**src/sv/assert_macros.svh**
```systemverilog
// Assertion macros shared by the RTL of the ALU execute block.
// Depends on nothing; include by bare file name.
`ifndef ASSERT_MACROS_SVH
`define ASSERT_MACROS_SVH

// Check an implication on every rising clk edge, quiet during reset.
`define ASSERT_CLK(label, prop, msg) \
    label: assert property (@(posedge clk) disable iff (!rst_n) prop) else $error(msg);

// Check a property that must also hold while reset is asserted.
`define ASSERT_ALWAYS(label, prop, msg) \
    label: assert property (@(posedge clk) prop) else $error(msg);

`endif

```
**src/sv/alu8_pkg.sv**
```systemverilog
// Package for the 8-bit ALU execute block: opcode codes, result types and
// the ALU and INC/DEC flag functions. Depends on nothing.
`default_nettype none

package alu8_pkg;

    localparam logic [1:0] PRE_NONE = 2'd0;
    localparam logic [1:0] PRE_IX   = 2'd1;
    localparam logic [1:0] PRE_IY   = 2'd2;

    localparam logic [2:0] OP_ADD = 3'd0;
    localparam logic [2:0] OP_ADC = 3'd1;
    localparam logic [2:0] OP_SUB = 3'd2;
    localparam logic [2:0] OP_SBC = 3'd3;
    localparam logic [2:0] OP_AND = 3'd4;
    localparam logic [2:0] OP_XOR = 3'd5;
    localparam logic [2:0] OP_OR  = 3'd6;
    localparam logic [2:0] OP_CP  = 3'd7;

    localparam logic [2:0] R_H   = 3'd4;
    localparam logic [2:0] R_L   = 3'd5;
    localparam logic [2:0] R_MEM = 3'd6;
    localparam logic [2:0] R_A   = 3'd7;

    localparam int unsigned IN_DATA_W  = 24;
    localparam int unsigned OUT_DATA_W = 56;

    typedef struct packed {
        logic [7:0] res;
        logic [7:0] flags;
    } alu_res_t;

    function automatic alu_res_t alu_exec(input logic [2:0] op, input logic [7:0] a,
                                          input logic [7:0] b, input logic cf);
        alu_res_t   o;
        logic [8:0] r9;
        logic [7:0] r;
        logic       cin;
        cin = ((op == OP_ADC) || (op == OP_SBC)) ? cf : 1'b0;
        r9  = 9'd0;
        r   = 8'd0;
        o   = '0;
        case (op)
            OP_ADD, OP_ADC:
            begin
                r9 = {1'b0, a} + {1'b0, b} + {8'd0, cin};
                r  = r9[7:0];
                o.res   = r;
                o.flags = {r[7], r == 8'd0, r[5], a[4] ^ b[4] ^ r[4], r[3],
                           (a[7] ^ r[7]) & (b[7] ^ r[7]), 1'b0, r9[8]};
            end
            OP_SUB, OP_SBC, OP_CP:
            begin
                r9 = {1'b0, a} - {1'b0, b} - {8'd0, cin};
                r  = r9[7:0];
                o.res = (op == OP_CP) ? a : r;
                o.flags = {r[7], r == 8'd0,
                           (op == OP_CP) ? b[5] : r[5], a[4] ^ b[4] ^ r[4],
                           (op == OP_CP) ? b[3] : r[3],
                           (a[7] ^ b[7]) & (a[7] ^ r[7]), 1'b1, r9[8]};
            end
            OP_AND:
            begin
                r = a & b;
                o.res   = r;
                o.flags = {r[7], r == 8'd0, r[5], 1'b1, r[3], ~^r, 2'b00};
            end
            OP_XOR:
            begin
                r = a ^ b;
                o.res   = r;
                o.flags = {r[7], r == 8'd0, r[5], 1'b0, r[3], ~^r, 2'b00};
            end
            default:
            begin
                r = a | b;
                o.res   = r;
                o.flags = {r[7], r == 8'd0, r[5], 1'b0, r[3], ~^r, 2'b00};
            end
        endcase
        return o;
    endfunction

    function automatic alu_res_t inc_dec(input logic dec, input logic [7:0] v,
                                         input logic cf);
        alu_res_t   o;
        logic [7:0] r;
        r = dec ? (v - 8'd1) : (v + 8'd1);
        o.res = r;
        if (dec)
            o.flags = {r[7], r == 8'd0, r[5], v[3:0] == 4'h0, r[3], v == 8'h80, 1'b1, cf};
        else
            o.flags = {r[7], r == 8'd0, r[5], v[3:0] == 4'hF, r[3], v == 8'h7F, 1'b0, cf};
        return o;
    endfunction

endpackage

`default_nettype wire

```
**src/sv/alu8_instruction_group_execute.sv**
```systemverilog
// Top level of the 8-bit ALU execute block: register file memory, decode,
// ALU and output register. Depends on alu8_pkg and assert_macros.svh.
//
// Channel  Dir  Fields (low bit up)
// s_*      in   tuser: prefix_sel; tdata: opcode, operand_byte, mem_data
// m_*      out  tdata: acc_out, flags_out, mem_addr, mem_rd, mem_wr,
//               mem_wdata, insn_length, cycle_count
//
// One item per cycle sustained unless the output stalls. The register file read
// is issued at accept (synchronous memory) as the item enters the execute stage;
// execute and write-back happen as the item moves to the output register.
// A write landing on the entry just read is forwarded into the next item.
// rst_n clears valid bits of the register file, A/H/L, flags, IX and IY.
// A stalled result holds; s_tready stays high while the output can drain.
`default_nettype none

module alu8_instruction_group_execute (
    input  wire logic        clk,
    input  wire logic        rst_n,
    input  wire logic        s_tvalid,
    output logic             s_tready,
    input  wire logic [23:0] s_tdata,  // opcode, operand_byte, mem_data
    input  wire logic [1:0]  s_tuser,  // prefix_sel
    output logic             m_tvalid,
    input  wire logic        m_tready,
    output logic [55:0]      m_tdata   // acc_out, flags_out, mem_addr, mem_rd,
                                       // mem_wr, mem_wdata, insn_length, cycle_count
);

    // Register file memory plus valid bits (unwritten entries read as zero)
    logic [7:0] rf_mem [8];
    logic [7:0] rf_valid_reg;
    logic [7:0] rf_q_reg;
    logic       rf_q_valid_reg;
    logic       fwd_hit_reg;
    logic [7:0] fwd_data_reg;

    // Shadow copies of A, H, L and the other architectural state
    logic [7:0]  a_reg, h_reg, l_reg, f_reg;
    logic [15:0] ix_reg, iy_reg;

    // Execute stage holding register
    logic        v1_reg;
    logic [1:0]  pre_reg;
    logic [7:0]  opc_reg, nb_reg, md_reg;

    // Output register
    logic        vo_reg;
    logic [55:0] out_reg;

    logic       advance;
    logic       accept;
    logic [2:0] rd_idx;
    logic [7:0] in_opc;

    assign advance  = !vo_reg || m_tready;
    assign s_tready = !v1_reg || advance;
    assign accept   = s_tvalid && s_tready;
    assign in_opc   = s_tdata[7:0];
    assign rd_idx   = (in_opc[7:6] == 2'b10) ? in_opc[2:0] : in_opc[5:3];

    // Decode and execute
    logic [2:0]  op, src;
    logic        is_alu, is_imm, is_id, dec;
    logic [7:0]  reg_val, mem_reg_val, opnd, wdata;
    logic [15:0] idx, eff;
    logic [15:0] addr;
    logic        rd, wr, use_alu, known;
    logic [1:0]  len;
    logic [4:0]  cyc;
    logic        reg_we, ix_we, iy_we, a_we;
    logic [2:0]  reg_idx;
    logic [15:0] idx_new;
    alu8_pkg::alu_res_t ar, ir;
    logic [7:0]  acc_new, f_new, id_res;
    logic        do_write;

    always_comb
    begin
        op     = opc_reg[5:3];
        src    = opc_reg[2:0];
        is_alu = opc_reg[7:6] == 2'b10;
        is_imm = (opc_reg & 8'hC7) == 8'hC6;
        is_id  = (opc_reg & 8'hC6) == 8'h04;
        dec    = opc_reg[0];
        idx    = (pre_reg == alu8_pkg::PRE_IX) ? ix_reg : iy_reg;
        eff    = idx + {{8{nb_reg[7]}}, nb_reg};

        mem_reg_val = fwd_hit_reg ? fwd_data_reg : (rf_q_valid_reg ? rf_q_reg : 8'd0);
        case (is_alu ? src : op)
            alu8_pkg::R_A: reg_val = a_reg;
            alu8_pkg::R_H: reg_val = h_reg;
            alu8_pkg::R_L: reg_val = l_reg;
            default:       reg_val = mem_reg_val;
        endcase

        addr = 16'd0; rd = 1'b0; wr = 1'b0; len = 2'd0; cyc = 5'd0;
        use_alu = 1'b0; known = 1'b0; opnd = 8'd0;
        reg_we = 1'b0; ix_we = 1'b0; iy_we = 1'b0; reg_idx = op;
        if (pre_reg == alu8_pkg::PRE_NONE)
        begin
            if (is_alu)
            begin
                use_alu = 1'b1; known = 1'b1; len = 2'd1;
                if (src == alu8_pkg::R_MEM)
                begin
                    addr = {h_reg, l_reg}; rd = 1'b1; opnd = md_reg; cyc = 5'd7;
                end
                else
                begin
                    opnd = reg_val; cyc = 5'd4;
                end
            end
            else if (is_imm)
            begin
                use_alu = 1'b1; known = 1'b1; opnd = nb_reg; len = 2'd2; cyc = 5'd7;
            end
            else if (is_id)
            begin
                known = 1'b1; len = 2'd1;
                if (op == alu8_pkg::R_MEM)
                begin
                    addr = {h_reg, l_reg}; rd = 1'b1; wr = 1'b1; opnd = md_reg;
                    cyc = 5'd11;
                end
                else
                begin
                    opnd = reg_val; reg_we = 1'b1; cyc = 5'd4;
                end
            end
        end
        else if ((pre_reg == alu8_pkg::PRE_IX) || (pre_reg == alu8_pkg::PRE_IY))
        begin
            if (is_alu && (src == alu8_pkg::R_MEM))
            begin
                use_alu = 1'b1; known = 1'b1; addr = eff; rd = 1'b1; opnd = md_reg;
                len = 2'd3; cyc = 5'd19;
            end
            else if (is_alu && ((src == alu8_pkg::R_H) || (src == alu8_pkg::R_L)))
            begin
                use_alu = 1'b1; known = 1'b1;
                opnd = (src == alu8_pkg::R_L) ? idx[7:0] : idx[15:8];
                len = 2'd2; cyc = 5'd10;
            end
            else if (is_id && (op == alu8_pkg::R_MEM))
            begin
                known = 1'b1; addr = eff; rd = 1'b1; wr = 1'b1; opnd = md_reg;
                len = 2'd3; cyc = 5'd23;
            end
            else if (is_id && ((op == alu8_pkg::R_H) || (op == alu8_pkg::R_L)))
            begin
                known = 1'b1; opnd = (op == alu8_pkg::R_L) ? idx[7:0] : idx[15:8];
                ix_we = (pre_reg == alu8_pkg::PRE_IX);
                iy_we = (pre_reg == alu8_pkg::PRE_IY);
                len = 2'd2; cyc = 5'd10;
            end
        end

        ar     = alu8_pkg::alu_exec(op, a_reg, opnd, f_reg[0]);
        ir     = alu8_pkg::inc_dec(dec, opnd, f_reg[0]);
        id_res = ir.res;
        wdata  = wr ? id_res : 8'd0;
        idx_new = (op == alu8_pkg::R_L) ? {idx[15:8], id_res} : {id_res, idx[7:0]};

        // ALU results land in A; register INC/DEC may also target A
        a_we = use_alu || (reg_we && (reg_idx == alu8_pkg::R_A));
        if (use_alu)
        begin
            reg_we  = 1'b1;
            reg_idx = alu8_pkg::R_A;
        end
        acc_new = a_we ? (use_alu ? ar.res : id_res) : a_reg;
        f_new   = known ? (use_alu ? ar.flags : ir.flags) : f_reg;
    end

    assign do_write = v1_reg && advance;

    // Register file memory: one read port at accept, one write port at retire
    always_ff @(posedge clk)
    begin
        if (accept)
            rf_q_reg <= rf_mem[rd_idx];
        if (do_write && reg_we)
            rf_mem[reg_idx] <= acc_new & {8{use_alu}} | id_res & {8{!use_alu}};
    end

    always_ff @(posedge clk or negedge rst_n)
    begin
        if (!rst_n)
        begin
            rf_valid_reg   <= 8'd0;
            rf_q_valid_reg <= 1'b0;
            fwd_hit_reg    <= 1'b0;
            v1_reg         <= 1'b0;
            vo_reg         <= 1'b0;
            a_reg          <= 8'd0;
            h_reg          <= 8'd0;
            l_reg          <= 8'd0;
            f_reg          <= 8'd0;
            ix_reg         <= 16'd0;
            iy_reg         <= 16'd0;
        end
        else
        begin
            if (accept)
            begin
                rf_q_valid_reg <= rf_valid_reg[rd_idx];
                // Forward a write that retires in the same cycle as the read
                fwd_hit_reg    <= do_write && reg_we && (reg_idx == rd_idx);
            end
            if (s_tready)
                v1_reg <= s_tvalid;
            if (advance)
                vo_reg <= v1_reg;
            if (do_write)
            begin
                f_reg <= f_new;
                if (reg_we)
                    rf_valid_reg[reg_idx] <= 1'b1;
                if (a_we)
                    a_reg <= acc_new;
                if (reg_we && (reg_idx == alu8_pkg::R_H))
                    h_reg <= id_res;
                if (reg_we && (reg_idx == alu8_pkg::R_L))
                    l_reg <= id_res;
                if (ix_we)
                    ix_reg <= idx_new;
                if (iy_we)
                    iy_reg <= idx_new;
            end
        end
    end

    // Payload registers: no reset
    always_ff @(posedge clk)
    begin
        if (accept)
        begin
            pre_reg <= s_tuser;
            opc_reg <= s_tdata[7:0];
            nb_reg  <= s_tdata[15:8];
            md_reg  <= s_tdata[23:16];
            fwd_data_reg <= acc_new & {8{use_alu}} | id_res & {8{!use_alu}};
        end
        if (do_write)
            out_reg <= {7'd0, cyc, len, wdata, wr, rd, addr, f_new, acc_new};
    end

    assign m_tvalid = vo_reg;
    assign m_tdata  = out_reg;

    `include "assert_macros.svh"

    `ASSERT_CLK(a_wr_needs_rd, (vo_reg |-> (!out_reg[33] || out_reg[32])), "write without read")
    `ASSERT_CLK(a_unknown_quiet, (vo_reg && (out_reg[43:42] == 2'd0) |-> ((out_reg[48:44] == 5'd0) && !out_reg[32])), "unknown opcode has side effects")
    `ASSERT_ALWAYS(a_ready_only_stalled, (!s_tready |-> (v1_reg && vo_reg && !m_tready)), "ready low without stall")
    `ASSERT_CLK(a_accept_fills, ((s_tvalid && s_tready) |=> v1_reg), "accepted item lost")

endmodule

`default_nettype wire
```
**config.mk**
```make
export PLATFORM = sky130hd
export DESIGN_NAME = alu8_instruction_group_execute
export DESIGN_NICKNAME = d
export VERILOG_FILES = /design/src/sv/alu8_pkg.sv /design/src/sv/alu8_instruction_group_execute.sv
export VERILOG_INCLUDE_DIRS = /design/src /design/src/sv
export SDC_FILE = /design/constraint.sdc
export NUM_CORES = 1
export LEC_CHECK = 0
export BUFFER_PORTS_ARGS = -buffer_cell sky130_fd_sc_hd__buf_2
export CORE_ASPECT_RATIO = 0.5
export CORE_MARGIN = 2
export CORE_UTILIZATION = 58
export DETAILED_ROUTE_END_ITERATION = 8
export PLACE_DENSITY = 0.77
export SLEW_MARGIN = 10
export SYNTH_ARGS = -nofsm -noshare
export SYNTH_HDL_FRONTEND = slang
export SYNTH_SLANG_ARGS = --single-unit
```
**constraint.sdc**
```tcl
create_clock -name clk -period 14.7 [get_ports clk]
set_input_delay 1.47 -clock clk [delete_from_list [all_inputs] [get_ports clk]]
set_output_delay 1.47 -clock clk [all_outputs]
set_load 0.01 [all_outputs]
```
==> impl_metrics.ini <==
[drt]
drt-pass1-iter-count = 6
ant_nets = 0
wire_per_inst_um = 26.2
drc = 0
drt_iter0_markers = 1137
drt-total-wl_um = 41900
via_per_inst = 6.52
vias = 10400

[critical_path]
r2r-start = opc_reg[4]$_DFFE_PP_
critPathLaunch = opc_reg[4]$_DFFE_PP_
startpoint_type = flop
path_class = flop to flop
cp.arrival_ps = 7560
worstPathRequired_ps = 15060
worstSetupEndpointType = flop
critPathMaxFanout = 30

[synthesis]
syn_inst = 1200
netlist_area_sq_um = 13100
synthArstFlopShare_pct = 32.9
yosys.area.top_type_share_pct = 35.4
synth_area_leaders = edfxtp_1 35%, dfrtp_1 14%, ha_1 6.7%, o21ai_0 3.7%, nand2_1 3.5%
synth-edff-count = 155
ys_seq_elements = 231
synthFlopType = edfxtp_1
ys_seq_area_share_pct = 49.9
yosys_warnings = 0
yosysMostFrequentCell = edfxtp_1
yosysTopAreaCell = edfxtp_1
yosys.cell_types.count = 90
synth_area_per_cell_sq_um = 11.0
yosys-top-cells-count = 155 x edfxtp_1, 123 x nand2_1, 96 x o21ai_0

[timing]
worstMarginPinSlew_ps = 1190
fmax_mhz = 139
setup_tns_ps = 0
relSlewSlack_pct = 20.3
setup_violations = 0
layout_min_cycle_time_ps = 7200
rsz0062_at_grt = false
period_share_pct = 49.0
finalHoldViolCount = 0
drv_slew = 0
fin_skew_ps = 21.1

[hold_path]
worst_hold_path_type = flop to flop
hold_start = rf_valid_reg[6]$_DFFE_PN0P_

[job]
maxCapViolCount = 0

[clock_tree]
cts.sinks = 231
ctsResizeCount = 0
clock_latency_ps = 520
cts_tree = done
cts_buffers = 21
cts_htree_levels = 1
post_cts_buffers = 0
cts-hold-fix-buffers = 0
path_clk_slew_ps = 80
clockBufferDepth = 3
cts_root_buffer = clkbuf_16

[die]
start_util_pct = 59.8
fp-row-count = 38
core_area_sq_um = 22000
die-area_sq_um = 24000
die_w_um = 217
die_h_um = 110
pin_count = 88

[global_route]
first_global_vias = 10300
grt_max_degree = 77
antenna_found_initial = 1
grt_pass1_wl_um = 63700
global_route.overflow_total = 0
track_usage_pct = 35.4

[pwr]
ir_worst_vdd_mv = 0.102
powerDensity_nw_per_um2 = 132
total_power_uw = 1920
p_leak_uw = 0.00608

[place]
io_buffers = 80
dp_hpwl_um = 30800
routabilityCongestion = 0.997

[finish]
num_antenna_cells = 0
area_growth_syn_to_layout_pct = 11.0
finalNetCount = 1391
drive_gt1_share_pct = 17.5
nFillCells = 1679
largest_reg_flops = 64
largest-register = rf_mem

[status]
status = complete, no violations
critical path, cell delays in order, from the launching register on:
cell,delay (ps)
edfxtp_1,320
buf_4,340
inv_1,310
a31oi_1,700
nand2_1,430
a221oi_1,690
a221oi_1,110
o21bai_1,570
inv_1,290
ha_1,430
inv_1,130
ha_1,210
a21oi_1,120
o21ai_0,210
a221o_1,420
xnor2_1,200
nor2_1,60
a211oi_1,270
a31oi_1,70
o21ai_0,880
nand2_1,150
o21ai_0,130
where the power goes:
group / switching [uW] / internal (uW)
clock: 243 / 288
sequential: 58.7 / 777
combinational: 351 / 206
total: 653 / 1270
placed cells by master, fill, tap and decap left out, drive strengths merged, types with 7 or more instances in the layout:
cell type and n:
mux2 41, a221oi 7, nand2 123, nand4 7
edfxtp 155, or2 10, nor3 11, o211ai 7
dfrtp 76, nand3 16, nand2b 12, nand3b 8
xor2 18, a21o 8, xnor2 30, buf 108
and2 7, inv 67, a31oi 9, o21ai 110
clkbuf 27, a21oi 84, mux2i 23, a211oi 13
clkinv 7, a221o 9, ha 70, conb 15
o31ai 13, mux4 19, nor2 90, a22oi 13
cell families after synthesis:
logic type / Yosys count / synth area share [%]
DFF: 231 / 49.9
adders and majority gates: 76 / 7.58
xor gates and xnor gates: 48 / 3.46
muxes: 83 / 8.58
other: 1 / 0.0285
AOI/OAI and AO/OA: 322 / 15.5
buffers and inverters: 125 / 3.94
and+or+nand+nor: 314 / 11.1
final timing paths:
check                                               to  slack, ps  cells past startpoint
max                               m_tdata[6]$_DFFE_PP_       7500                     21
min                        rf_valid_reg[6]$_DFFE_PN0P_        400                      0
max reg2reg                       m_tdata[6]$_DFFE_PP_       7500                     21
min reg2reg                rf_valid_reg[6]$_DFFE_PN0P_        400                      0
max in group asynchronous         a_reg[1]$_DFFE_PN0P_      12820                      1
min in group asynchronous       iy_reg[12]$_DFFE_PN0P_       1100                      1
through the flow:
stage                     cells  setup slack (ps)  hold WS [ps]  instance area (sq um)  util (%)
after floorplan            1214              9920           424                  13200         -
after global routing       1599              7050           409                  14600      66.4
final                      1599              7500           404                  14600      66.4
after detailed placement   1561              7700           392                  13900      63.4
after global placement     1561              7940           363                  13900      63.4
after CTS                  1598              7660           407                  14600      66.3
area by class of cell:
class	instances	area [sq um]	area share [%]
well taps	300	375	2.57
multi-input cells	858	6140	42.1
flip-flops and latches	231	6560	44.9
clock buffers	27	558	3.82
clock inverters	10	81.3	0.557
inverters	65	244	1.67
repair buffers	108	633	4.34
per-layer routing:
metal / share of wire, % / track usage, % / wire length [um]
met4: 3.0 / 8.90 / 1260
met3: 10 / 6.01 / 4170
met2: 45 / 54.6 / 18700
met1: 42 / 52.4 / 17700
met5: 0.031 / 0 / 13
Note: power is estimated with default switching activity, not from simulation.
